`src/design/bm3_pkg.sv`:
```
// Package with the item types, register codes and fixed widths of the 3x3 morphology block.
`timescale 1ns / 1ps

package bm3_pkg;

    localparam int PIX_W = 16;
    localparam int CFG_IDX_W = 2;
    localparam int CFG_DATA_W = 16;
    localparam int POS_W = 9;
    localparam int SIZE_W = 10;
    localparam int MODE_W = 2;
    localparam int MAJ_COUNT = 5;

    typedef enum logic [CFG_IDX_W-1:0] {
        CFG_MODE   = 2'd0,
        CFG_FG     = 2'd1,
        CFG_WIDTH  = 2'd2,
        CFG_HEIGHT = 2'd3
    } t_cfg_idx;

    typedef enum logic [MODE_W-1:0] {
        MODE_DILATE   = 2'd0,
        MODE_ERODE    = 2'd1,
        MODE_MAJORITY = 2'd2
    } t_mode;

    typedef struct packed {
        logic [PIX_W-1:0] pixel_value;
        logic             frame_first;
    } t_in_item;

    typedef struct packed {
        logic [PIX_W-1:0] out_value;
        logic [POS_W-1:0] out_row;
        logic [POS_W-1:0] out_col;
        logic             frame_last;
    } t_out_item;

    typedef struct packed {
        logic             emit;
        logic             interior;
        logic             last;
        logic [POS_W-1:0] row;
        logic [POS_W-1:0] col;
        logic [PIX_W-1:0] pix;
    } t_stage;

endpackage

```
`src/design/bm3_ctrl.sv`:
```
// Raster counters, border and position logic, and the first pipeline stage register.
`timescale 1ns / 1ps

module bm3_ctrl #(
    parameter int MAX_WIDTH = 512,
    parameter int MAX_HEIGHT = 512
) (
    input  logic                         i_clk,
    input  logic                         i_rst_n,
    input  logic                         i_in_valid,
    input  bm3_pkg::t_in_item            i_in_item,
    input  logic                         i_go,
    input  logic [bm3_pkg::SIZE_W-1:0]   i_img_width,
    input  logic [bm3_pkg::SIZE_W-1:0]   i_img_height,
    output logic                         o_in_stall,
    output logic                         o_accept,
    output logic [$clog2(MAX_WIDTH)-1:0] o_rd_addr,
    output logic                         o_s1_valid,
    output bm3_pkg::t_stage              o_s1,
    output logic [$clog2(MAX_WIDTH)-1:0] o_s1_addr
);

    localparam int CW = $clog2(MAX_WIDTH);
    localparam int RW = $clog2(MAX_HEIGHT);
    localparam int DW = (CW > RW) ? CW : RW;
    localparam int SW = ((DW > bm3_pkg::SIZE_W) ? DW : bm3_pkg::SIZE_W) + 2;

    logic [CW-1:0]   r_col, n_col;
    logic [RW-1:0]   r_row, n_row;
    logic            r_s1_valid, n_s1_valid;
    bm3_pkg::t_stage r_s1, n_s1;
    logic [CW-1:0]   r_s1_addr;

    logic [SW-1:0] w, h, c0, r0, pr, pc, cn, rn;
    logic          emit, interior, last;

    always_comb begin
        if ({{(SW-bm3_pkg::SIZE_W){1'b0}}, i_img_width} < SW'(3)) begin
            w = SW'(3);
        end else if ({{(SW-bm3_pkg::SIZE_W){1'b0}}, i_img_width} > SW'(MAX_WIDTH)) begin
            w = SW'(MAX_WIDTH);
        end else begin
            w = {{(SW-bm3_pkg::SIZE_W){1'b0}}, i_img_width};
        end
        if ({{(SW-bm3_pkg::SIZE_W){1'b0}}, i_img_height} < SW'(3)) begin
            h = SW'(3);
        end else if ({{(SW-bm3_pkg::SIZE_W){1'b0}}, i_img_height} > SW'(MAX_HEIGHT)) begin
            h = SW'(MAX_HEIGHT);
        end else begin
            h = {{(SW-bm3_pkg::SIZE_W){1'b0}}, i_img_height};
        end
    end

    always_comb begin
        c0 = i_in_item.frame_first ? '0 : {{(SW-CW){1'b0}}, r_col};
        r0 = i_in_item.frame_first ? '0 : {{(SW-RW){1'b0}}, r_row};
        emit = (r0 >= SW'(2)) || ((r0 == SW'(1)) && (c0 >= SW'(1)));
        if (c0 >= SW'(1)) begin
            pr = r0 - SW'(1);
            pc = c0 - SW'(1);
        end else begin
            pr = r0 - SW'(2);
            pc = w - SW'(1);
        end
        interior = (pr >= SW'(1)) && (pr + SW'(2) <= h)
                && (pc >= SW'(1)) && (pc + SW'(2) <= w);
        last = (r0 + SW'(1) == h) && (c0 + SW'(1) == w);
        cn = c0 + SW'(1);
        rn = r0;
        if (cn >= w) begin
            cn = '0;
            rn = r0 + SW'(1);
            if (rn >= h) begin
                rn = '0;
            end
        end
    end

    assign o_in_stall = r_s1_valid && !i_go;
    assign o_accept = i_in_valid && !o_in_stall;
    assign o_rd_addr = c0[CW-1:0];

    always_comb begin
        n_col = r_col;
        n_row = r_row;
        n_s1 = r_s1;
        n_s1_valid = r_s1_valid;
        if (o_accept) begin
            n_col = cn[CW-1:0];
            n_row = rn[RW-1:0];
            n_s1_valid = 1'b1;
            n_s1.emit = emit;
            n_s1.interior = interior;
            n_s1.last = last;
            n_s1.row = pr[bm3_pkg::POS_W-1:0];
            n_s1.col = pc[bm3_pkg::POS_W-1:0];
            n_s1.pix = i_in_item.pixel_value;
        end else if (i_go) begin
            n_s1_valid = 1'b0;
        end
    end

    always_ff @(posedge i_clk) begin
        if (!i_rst_n) begin
            r_col <= '0;
            r_row <= '0;
            r_s1_valid <= 1'b0;
        end else begin
            r_col <= n_col;
            r_row <= n_row;
            r_s1_valid <= n_s1_valid;
        end
    end

    always_ff @(posedge i_clk) begin
        r_s1 <= n_s1;
        if (o_accept) begin
            r_s1_addr <= o_rd_addr;
        end
    end

    assign o_s1_valid = r_s1_valid;
    assign o_s1 = r_s1;
    assign o_s1_addr = r_s1_addr;

endmodule

```
`config.mk`:
```
export PLATFORM = sky130hd
export DESIGN_NAME = bm3_ctrl
export DESIGN_NICKNAME = d
export VERILOG_FILES = /design/src/design/bm3_pkg.sv /design/src/design/bm3_ctrl.sv
export SDC_FILE = /design/constraint.sdc
export NUM_CORES = 1
export LEC_CHECK = 0
export ABC_AREA = 1
export BUFFER_PORTS_ARGS = -buffer_cell sky130_fd_sc_hd__buf_4
export CORE_ASPECT_RATIO = 1.75
export CORE_MARGIN = 4
export CORE_UTILIZATION = 45
export CTS_CLUSTER_DIAMETER = 120
export DETAILED_ROUTE_END_ITERATION = 8
export MAX_ROUTING_LAYER = met4
export PLACE_DENSITY = 0.67
export SYNTH_ARGS = -nofsm -noshare
export SYNTH_HDL_FRONTEND = slang
export SYNTH_SLANG_ARGS = --single-unit
export TNS_END_PERCENT = 20
```
`constraint.sdc`:
```
create_clock -name i_clk -period 9.3 [get_ports i_clk]
set_input_delay 2.79 -clock i_clk [delete_from_list [all_inputs] [get_ports i_clk]]
set_output_delay 2.79 -clock i_clk [all_outputs]
set_load 0.01 [all_outputs]
```
==> results.ini <==
[clock_network]
cts_buffers = 9
clk_path_buf_depth = 2
ctsResizeCount = 0
post_cts_buffers = 0
cts-root-buf = clkbuf_16
cts_tree = yes
ctsHoldBuffers = 0
htree_levels = 3
cts_sinks = 65
clock_latency_ps = 340
clkTransAtPathRegs_ps = 60

[hold_path]
hp-class = register to register
min_from = r_col[0]

[power_and_ir_drop]
power_leakage_nw = 3.234
power_density_nw_per_um2 = 131.7
irDropWorstVdd_mv = 0.1030

[routing]
dr.pass1.iters = 6
vias_per_cell = 5.219
route.detailed.drc = 0
drt_first_iter_violations = 157
dr_total_vias = 4749
postRouteAntennaNets = 0
wl_per_cell_microns = 16.27
drt_wl_total_mm = 14.81

[flow_run]
maxCapViolations = 0

[synthesis]
synthArstFlopShare = 0
ys_seq_area_frac = 0.3418
synth_edf_count = 46
syn_area_per_cell_sq_um = 7.681
syn_area_sq_um = 5154
synth_common_cells = nand2_1, inv_1, nor2_1
syn_nets = 765
synth_area_leaders = edfxtp_1, ha_1, nand2_1
synth_most_common_cell = nand2_1
synth.distinct_cells = 41
yosysTopAreaCell = edfxtp_1
yosysWarningCount = 0
synthCells = 671
synth_top_area_share = 0.2680
ys_seq_elements = 65
ys.flop_type = edfxtp_1

[sta]
rsz0062_at_grt = no
fmax_ghz = 0.1450
finalHoldViolCount = 0
post-route-period-util = 0.7413
relSlewSlack = 0.5847
setup_viol = 0
min_period_ps = 6894
fin_worst_hold_slack_ps = 464.0
setup_tns_ps = 0
drv_slew = 0
tightest_slew_ps = 623.0
fin_skew_ps = 7.156

[final_layout]
drive_above_1_share = 0.2185
diodes = 0
final_cell_count_no_fill = 910
syn_to_final_growth_pct = 21.85
finish.net_count = 867

[floorplanning]
io_pins = 99
start_util = 0.4615
fp-row-count = 51
dieArea_sq_um = 13300
die_h_microns = 149.6
die_w_microns = 88.90
core_area_sq_um = 11170

[placed_design]
dp_cells = 894
routabilityCongestion = 0.9593
portBuffers = 98
dpl.hpwl_mm = 12.13

[critical_path]
critPathArrivalTime_ps = 4100
critical_path_class = input port to output pin
crit_chain = buf_4 > inv_2 > nand2_1 > inv_1 > buf_4
crit_fanout = 21
startpoint_type = input port
crit_buf_inv = 4
setup.worst_path.start = i_in_item[0]
cpPeakStageDelay_ps = 440
critPathMostFrequentCell = buf_4
cpLargestDelayFamily = buffers and inverters
r2r-start = r_col[0]
endpoint_kind = output pin
required_ps = 6510
cp_slowest_cell = inv_2

[status]
status = finished, final reports clean

[grt]
grt_pass1_wl_mm = 23.24
grt_pass1_vias = 4773
gr-total-overflow = 0
grt_usage = 0.2371
antenna_found_initial = 0
grt_start_max_net_pins = 49

[where the power goes]
group	internal, mW	switching (mW)	total (mW)	leakage [nW]
logic	0.0693	0.112	0.181	2.52
clock network	0.182	0.133	0.315	0.136
registers	0.327	0.00427	0.331	0.580
[final timing paths]
kind | endpoint | slack, ps | cells past startpoint
hold / removal | r_col[0] | 460 | 2
hold reg to reg | r_col[0] | 460 | 2
setup / recovery | o_rd_addr[8] | 2410 | 5
setup reg to reg | o_s1[35] | 4910 | 28
[flip-flops by register name, indices dropped and copies added (netlist names)]
register	flops
o_s1	37
o_s1_addr	9
r_col	9
r_row	9
o_s1_valid	1
[area by class of cell]
class / instances / area (sq um)
fill: 1065 / 4887
multi-input combinational: 505 / 2983
sequential: 65 / 1762
timing repair buffer: 99 / 743.2
inverter: 93 / 349.1
clock buffer: 9 / 225.2
tap: 132 / 165.2
clock inverter: 7 / 52.55
[metrics by stage]
stage / power, mW / setup slack [ps] / area [sq um] / util
after floorplan: 0.4496 / 1443 / 5154 / -
after global placement: 0.5157 / 2463 / 6002 / 0.5375
after detailed placement: 0.5191 / 2345 / 6002 / 0.5375
after CTS: 0.8370 / 2422 / 6280 / 0.5624
after global routing: 0.8694 / 2128 / 6280 / 0.5624
final: 0.8271 / 2406 / 6280 / 0.5624
[cell usage in the layout (no fill, tap or decap), types with 4 or more instances in the layout]
cell | synthesis | routed
clkbuf_16 | 0 | 9
nand4_1 | 23 | 23
inv_1 | 85 | 85
nand3_1 | 33 | 33
nor2_1 | 57 | 56
edfxtp_1 | 46 | 46
dfxtp_1 | 19 | 19
o21ai_0 | 18 | 18
buf_4 | 1 | 99
nor3_1 | 8 | 8
nand2_4 | 5 | 5
nand3_2 | 5 | 5
o21ai_2 | 4 | 4
nand2_1 | 173 | 173
nor2_4 | 4 | 5
nand2_2 | 17 | 17
nor2_2 | 8 | 8
xor2_1 | 28 | 28
ha_1 | 53 | 53
inv_2 | 7 | 7
a21oi_1 | 47 | 47
[worst reg2reg max path, delay by kind of cell, from the launching register on]
kind / cells / cell delay [ps]
and+or+nand+nor: 16 / 2190
adders and majority gates: 3 / 830
buffers and inverters: 6 / 420
AOI/OAI and AO/OA: 3 / 380
DFF: 1 / 320
[metal layers]
| layer | share of wire | routed length (microns) | track usage | vias up |
|---|---|---|---|---|
| met5 | 0 | 0 | - | - |
| met1 | 0.34 | 5020 | 0.2224 | 2145 |
| met3 | 0.043 | 630 | 0.03526 | 49 |
| li1 | - | - | - | 2418 |
| met2 | 0.56 | 8287 | 0.4375 | 137 |
| met4 | 0.059 | 871 | 0.1392 | 0 |
[kinds of logic (layout without fill, tap and decap cells)]
kind of cell    Yosys count  in the layout  share of synthesized area
compound gates           79             79                    0.08376
simple gates            341            341                     0.3103
xor+xnor                 31             31                    0.05268
buf+inv                 101            208                    0.08085
fa+ha+maj                53             53                     0.1287
mux                       1              1                   0.001942
flops                    65             65                     0.3418
No activity file was read; power rests on OpenSTA's default activity.
