$ cat config.mk
export PLATFORM = sky130hd
export DESIGN_NAME = bm3_filter
export DESIGN_NICKNAME = d
export VERILOG_FILES = /design/src/design/bm3_pkg.sv /design/src/design/bm3_filter.sv
export SDC_FILE = /design/constraint.sdc
export NUM_CORES = 1
export LEC_CHECK = 0
export ABC_AREA = 1
export BUFFER_PORTS_ARGS = -buffer_cell sky130_fd_sc_hd__buf_2
export CORE_UTILIZATION = 60
export DETAILED_ROUTE_END_ITERATION = 12
export HOLD_SLACK_MARGIN = 0.05
export PLACE_DENSITY = 0.84
export SLEW_MARGIN = 20
export SYNTH_ARGS = -nofsm -noshare
export SYNTH_HDL_FRONTEND = slang
export SYNTH_SLANG_ARGS = --single-unit
export TNS_END_PERCENT = 10
$ cat constraint.sdc
create_clock -name i_clk -period 8.1 [get_ports i_clk]
set_clock_uncertainty 0.15 [all_clocks]
set_input_delay 1.215 -clock i_clk [delete_from_list [all_inputs] [get_ports i_clk]]
set_output_delay 1.215 -clock i_clk [all_outputs]
set_load 0.03 [all_outputs]
$ cat src/design/bm3_pkg.sv
// Package with the item types, register codes and fixed widths of the 3x3 morphology block.
`timescale 1ns / 1ps

package bm3_pkg;

    localparam int PIX_W = 16;
    localparam int CFG_IDX_W = 2;
    localparam int CFG_DATA_W = 16;
    localparam int POS_W = 9;
    localparam int SIZE_W = 10;
    localparam int MODE_W = 2;
    localparam int MAJ_COUNT = 5;

    typedef enum logic [CFG_IDX_W-1:0] {
        CFG_MODE   = 2'd0,
        CFG_FG     = 2'd1,
        CFG_WIDTH  = 2'd2,
        CFG_HEIGHT = 2'd3
    } t_cfg_idx;

    typedef enum logic [MODE_W-1:0] {
        MODE_DILATE   = 2'd0,
        MODE_ERODE    = 2'd1,
        MODE_MAJORITY = 2'd2
    } t_mode;

    typedef struct packed {
        logic [PIX_W-1:0] pixel_value;
        logic             frame_first;
    } t_in_item;

    typedef struct packed {
        logic [PIX_W-1:0] out_value;
        logic [POS_W-1:0] out_row;
        logic [POS_W-1:0] out_col;
        logic             frame_last;
    } t_out_item;

    typedef struct packed {
        logic             emit;
        logic             interior;
        logic             last;
        logic [POS_W-1:0] row;
        logic [POS_W-1:0] col;
        logic [PIX_W-1:0] pix;
    } t_stage;

endpackage

$ cat src/design/bm3_filter.sv
// Window registers, line store write-back with forwarding, 3x3 filter and output register.
`timescale 1ns / 1ps

module bm3_filter #(
    parameter int MAX_WIDTH = 512
) (
    input  logic                          i_clk,
    input  logic                          i_rst_n,
    input  logic                          i_s1_valid,
    input  bm3_pkg::t_stage               i_s1,
    input  logic [$clog2(MAX_WIDTH)-1:0]  i_s1_addr,
    input  logic                          i_accept,
    input  logic [$clog2(MAX_WIDTH)-1:0]  i_rd_addr,
    input  logic [2*bm3_pkg::PIX_W-1:0]   i_rd_data,
    input  logic [bm3_pkg::MODE_W-1:0]    i_mode,
    input  logic [bm3_pkg::PIX_W-1:0]     i_fg_value,
    input  logic                          i_out_stall,
    output logic                          o_go,
    output logic                          o_wr_en,
    output logic [$clog2(MAX_WIDTH)-1:0]  o_wr_addr,
    output logic [2*bm3_pkg::PIX_W-1:0]   o_wr_data,
    output logic                          o_out_valid,
    output bm3_pkg::t_out_item            o_out_item
);

    localparam int PW = bm3_pkg::PIX_W;
    localparam int SUM_W = PW + 4;

    logic [PW-1:0]      r_win [6];
    logic               r_fwd;
    logic [2*PW-1:0]    r_fwd_data;
    logic               r_out_valid, n_out_valid;
    bm3_pkg::t_out_item r_out, n_out;

    logic [2*PW-1:0] lines;
    logic [PW-1:0]   top, mid;
    logic [PW-1:0]   win [9];
    logic            adv, any_fg, any_zero;
    logic [SUM_W-1:0] sum, thresh;
    logic [PW-1:0]   filt;

    assign o_go = !r_out_valid || !i_out_stall;
    assign adv = i_s1_valid && o_go;

    assign lines = r_fwd ? r_fwd_data : i_rd_data;
    assign top = lines[2*PW-1:PW];
    assign mid = lines[PW-1:0];

    always_comb begin
        for (int i = 0; i < 6; i++) begin
            win[i] = r_win[i];
        end
        win[6] = top;
        win[7] = mid;
        win[8] = i_s1.pix;
        any_fg = 1'b0;
        any_zero = 1'b0;
        for (int i = 0; i < 9; i++) begin
            any_fg = any_fg | (win[i] == i_fg_value);
            any_zero = any_zero | (win[i] == '0);
        end
        sum = '0;
        for (int i = 0; i < 9; i++) begin
            sum = sum + {{(SUM_W-PW){1'b0}}, win[i]};
        end
        thresh = SUM_W'(bm3_pkg::MAJ_COUNT) * {{(SUM_W-PW){1'b0}}, i_fg_value};
        case (i_mode)
            bm3_pkg::MODE_DILATE: filt = any_fg ? i_fg_value : '0;
            bm3_pkg::MODE_ERODE:  filt = any_zero ? '0 : i_fg_value;
            default:              filt = (sum >= thresh) ? i_fg_value : '0;
        endcase
    end

    assign o_wr_en = adv;
    assign o_wr_addr = i_s1_addr;
    assign o_wr_data = {mid, i_s1.pix};

    always_comb begin
        n_out = r_out;
        n_out_valid = r_out_valid;
        if (adv && i_s1.emit) begin
            n_out_valid = 1'b1;
            n_out.out_value = i_s1.interior ? filt : '0;
            n_out.out_row = i_s1.row;
            n_out.out_col = i_s1.col;
            n_out.frame_last = i_s1.last;
        end else if (o_go) begin
            n_out_valid = 1'b0;
        end
    end

    always_ff @(posedge i_clk) begin
        if (!i_rst_n) begin
            for (int i = 0; i < 6; i++) begin
                r_win[i] <= '0;
            end
            r_fwd <= 1'b0;
            r_out_valid <= 1'b0;
        end else begin
            if (adv) begin
                r_win[0] <= r_win[3];
                r_win[1] <= r_win[4];
                r_win[2] <= r_win[5];
                r_win[3] <= top;
                r_win[4] <= mid;
                r_win[5] <= i_s1.pix;
            end
            if (i_accept) begin
                r_fwd <= adv && (i_s1_addr == i_rd_addr);
            end
            r_out_valid <= n_out_valid;
        end
    end

    always_ff @(posedge i_clk) begin
        if (i_accept) begin
            r_fwd_data <= {mid, i_s1.pix};
        end
        r_out <= n_out;
    end

    assign o_out_valid = r_out_valid;
    assign o_out_item = r_out;

endmodule

==> out/qor.csv <==
stage;metric;value;unit
outcome;outcome;complete, no violations;
clock_network;TritonCTS clock tree;yes;
grt;vias in the first global route;12000;
logic_synthesis;Post-Syn Area;0.0142;mm²
clock_network;root buffer selected by CTS;sky130_fd_sc_hd__clkbuf_16;
worst_setup_path;nature of the critical path endpoint;register;
pwr;proportion of power drawn by combinational gates;0.620;
worst_setup_path;cells on worst reg2reg path;30;
finish;most common library cell in the layout ignoring fill and taps;sky130_fd_sc_hd__nand2_1;
clock_network;CTS Buffer Depth;2;
routing;sum of routed wire segments on met1;15.1;mm
pwr;Psw;2.48;mW
finish;Layout fillers;1780;
worst_setup_path;required time at the endpoint of the critical path;8.14;ns
worst_setup_path;crit-path max cell delay;0.52;ns
finish;Diodes inserted;0;
worst_setup_path;Crit Reg-Reg Startpoint;r_fwd$_SDFFE_PN0P_;
sta;smallest setup slack after layout;1.01;ns
logic_synthesis;number of enable-type register cells in the synthesized netlist;163;
die;IO Count;189;
logic_synthesis;share of synthesized flip-flops with an asynchronous set or reset;0;
sta;upper clock frequency limit;141;MHz
routing;number of remaining DRC errors;0;
placed_design;weighted congestion reported at the end of routability-driven placement;0.948;
pwr;power share of the sequential group;0.204;
die;die area;0.0243;mm²
pwr;internal power component;2.82;mW
routing;uppermost layer routed;met5;
clock_network;clock latency on the worst-skew pair;0.45;ns
pwr;proportion of power drawn by the clock network;0.176;
die;placeable core region;0.0229;mm²
placed_design;cell area after placement;0.0151;mm²
logic_synthesis;count of unique library cells instantiated by Yosys;39;
placed_design;dpl ws;0.684;ns
logic_synthesis;synthesized area per cell;8.09;µm²
placed_design;Cells after DPL;2184;
routing;met2 wirelength from detailed routing;19.9;mm
finish;number of nets at the end of the flow;2179;
finish;most used cells in the layout excluding fill and tap cells;541 x sky130_fd_sc_hd__nand2_1, 287 x sky130_fd_sc_hd__inv_1, 214 x sky130_fd_sc_hd__nor2_1, 188 x sky130_fd_sc_hd__buf_2, 163 x sky130_fd_sc_hd__edfxtp_1;
pwr;standby leakage power;7.95;nW
clock_network;clock transition at the register clock pins on the worst setup and hold paths after CTS;0.07;ns
clock_network;number of setup buffers added after CTS;0;
grt;overall track demand over capacity in global routing;0.349;
worst_setup_path;Setup crit start kind;register;
sta;total negative setup slack;0;ns
clock_network;Resized Gates After CTS;0;
sta;final setup violation count;0;
sta;tightest hold margin;0.440;ns
clock_network;Hold Buf Count CTS;0;
finish;Final Core Density;0.686;
worst_setup_path;worst endpoint data arrival time;7.12;ns
routing;post-detailed-route wirelength per cell;18.7;µm
worst_hold_path;cell count of the worst hold path;4;
finish;fraction of final layout cells with drive strength greater than 1;0.130;
logic_synthesis;part of the Yosys area used for sequential elements;0.347;
finish;design area;0.0157;mm²
worst_hold_path;Hold WC Path Type;register to register;
die;Core Rows;55;
die;DIE WIDTH;156;µm
routing;detail-routed via count per cell;5.63;
worst_setup_path;reg2reg end;o_out_item[22]$_SDFFCE_PN0P_;
pwr;Worst IR Drop VDD;0.338;mV
die;Initial Utilization;0.620;
sta;number of hold violations in the final report;0;
pwr;Power Dens Cells;337;mW/mm²
sta;time the final worst path needs with I/O delays and setup;7.09;ns
flow_run;count of maximum capacitance violations;0;
placed_design;Port Buffers;188;
sta;actual slew at the worst max-slew pin;1.07;ns
worst_setup_path;Crit Path Category;register to register;
grt;largest net degree at the start of global routing;95;
logic_synthesis;Primary FF master, synth;sky130_fd_sc_hd__edfxtp_1;
routing;via count;12500;
logic_synthesis;post-synthesis net count;2047;
worst_setup_path;Reg2Reg Setup Slack;1.01;ns
worst_hold_path;worst min-delay path endpoint;o_out_valid$_SDFFE_PN0P_;
routing;number of DRC violations after detailed-routing iteration 0;1544;
routing;router iterations before antenna repair;8;
sta;setup repair after global routing missed its margin;false;
pwr;Switching Share;0.467;
logic_synthesis;count of state elements after synthesis;165;
placed_design;final HPWL from detailed placement;32.4;mm
logic_synthesis;cell count after synthesis;1758;
die;Die Span Y;156;µm
grt;antenna violations before repair;1;
logic_synthesis;count of yosys warnings during synthesis;0;
worst_setup_path;Worst path slowest cell;sky130_fd_sc_hd__o21ai_0;
sta;worst slew margin relative to its limit;0.286;
clock_network;Num CTS Buffers;17;
grt;remaining global-route overflow;0;
routing;detailed-routed wire length on met3;4.59;mm
grt;global-route wire length before repair;63.2;mm
finish;Post-Layout Cell Count;2216;
sta;final clock period utilization by the worst path;0.875;
sta;Final Slew Violations;0;
clock_network;Max H-tree Level;4;
routing;detailed-route wire length;41.5;mm
routing;DRT antenna net count;0;
worst_hold_path;start point of the worst min-delay path;o_out_valid$_SDFFE_PN0P_;
finish;signed area change from the synthesized netlist to the final layout;10.5;%
worst_setup_path;crit-path max FO;32;
clock_network;count of clock tree sinks;165;
pwr;total power after layout;5.30;mW
## layout make-up
class | count | area (µm²) | area share
Multi-Input combinational cell | 1214 | 7630 | 0.485
Sequential cell | 165 | 4930 | 0.314
Inverter | 299 | 1120 | 0.0714
Timing Repair Buffer | 193 | 978 | 0.0623
Clock buffer | 17 | 425 | 0.0271
Tap cell | 313 | 392 | 0.0249
Clock inverter | 15 | 235 | 0.0150
## worst max-delay path, delay by kind of cell (launching register included)
kind	cells	cell delay, ns
flip-flops	1	0.32
buffers and inverters	7	0.90
adder cells (fa/ha/maj)	7	2.75
AO/OA/AOI/OAI	5	1.21
XOR/XNOR	1	0.20
AND/OR/NAND/NOR	10	1.27
## how the worst max path moves through the flow
stage,startpoint,end,slack (ns),cells after the start
global placement,i_rd_data[2],o_out_item[20]$_SDFFCE_PN0P_,0.88,30
detailed placement,i_rd_data[2],o_out_item[22]$_SDFFCE_PN0P_,0.68,30
CTS,r_fwd$_SDFFE_PN0P_,o_out_item[22]$_SDFFCE_PN0P_,1.09,30
global route,r_fwd$_SDFFE_PN0P_,o_out_item[27]$_SDFFCE_PN0P_,0.64,33
floorplan,i_rd_data[4],o_out_item[19]$_SDFFCE_PN0P_,1.66,34
finish,r_fwd$_SDFFE_PN0P_,o_out_item[22]$_SDFFCE_PN0P_,1.01,30
## kinds of logic (layout without fill, tap and decap cells)
family,count (synthesis),after routing,share of synthesized area
xor gates and xnor gates,47,47,0.0290
buffers and inverters,379,524,0.117
adders and majority gates,179,179,0.216
DFF,165,165,0.347
and+or+nand+nor,897,897,0.255
AOI/OAI and AO/OA,91,91,0.0353
## registers in the layout, indices dropped and copies added (netlist names)
register / count
r_win: 96
o_out_item: 35
r_fwd_data: 32
o_out_valid: 1
r_fwd: 1
## layer usage
metal | up-vias | track usage
met2 | 761 | 0.560
met3 | 154 | 0.0994
met1 | 5844 | 0.436
li1 | 5704 | -
met5 | - | 0
met4 | 2 | 0.168
## synth_stat cells, types with 15 or more instances
cell type,number,area [µm²]
sky130_fd_sc_hd__edfxtp_1,163,4890
sky130_fd_sc_hd__o21ai_0,24,120
sky130_fd_sc_hd__xor2_1,36,315
sky130_fd_sc_hd__ha_1,68,851
sky130_fd_sc_hd__nand4_1,30,188
sky130_fd_sc_hd__nor4_1,15,93.8
sky130_fd_sc_hd__nand2_1,543,2040
sky130_fd_sc_hd__nor2_1,215,807
sky130_fd_sc_hd__fa_1,111,2220
sky130_fd_sc_hd__inv_1,287,1080
sky130_fd_sc_hd__buf_4,43,323
sky130_fd_sc_hd__a21oi_1,46,230
sky130_fd_sc_hd__buf_2,15,75.1
sky130_fd_sc_hd__nor3_1,15,75.1
sky130_fd_sc_hd__nand3_1,62,310
## power by group through the flow
stage                     Combinational (mW)  Sequential [mW]  Clock (mW)
after floorplan                         2.44             1.12           0
after global placement                  3.12             1.09           0
after detailed placement                3.23             1.10           0
after CTS                               3.26             1.08       0.933
after global routing                    3.73             1.09       0.964
final                                   3.29             1.08       0.934
Note: power is estimated with default switching activity, not from simulation.
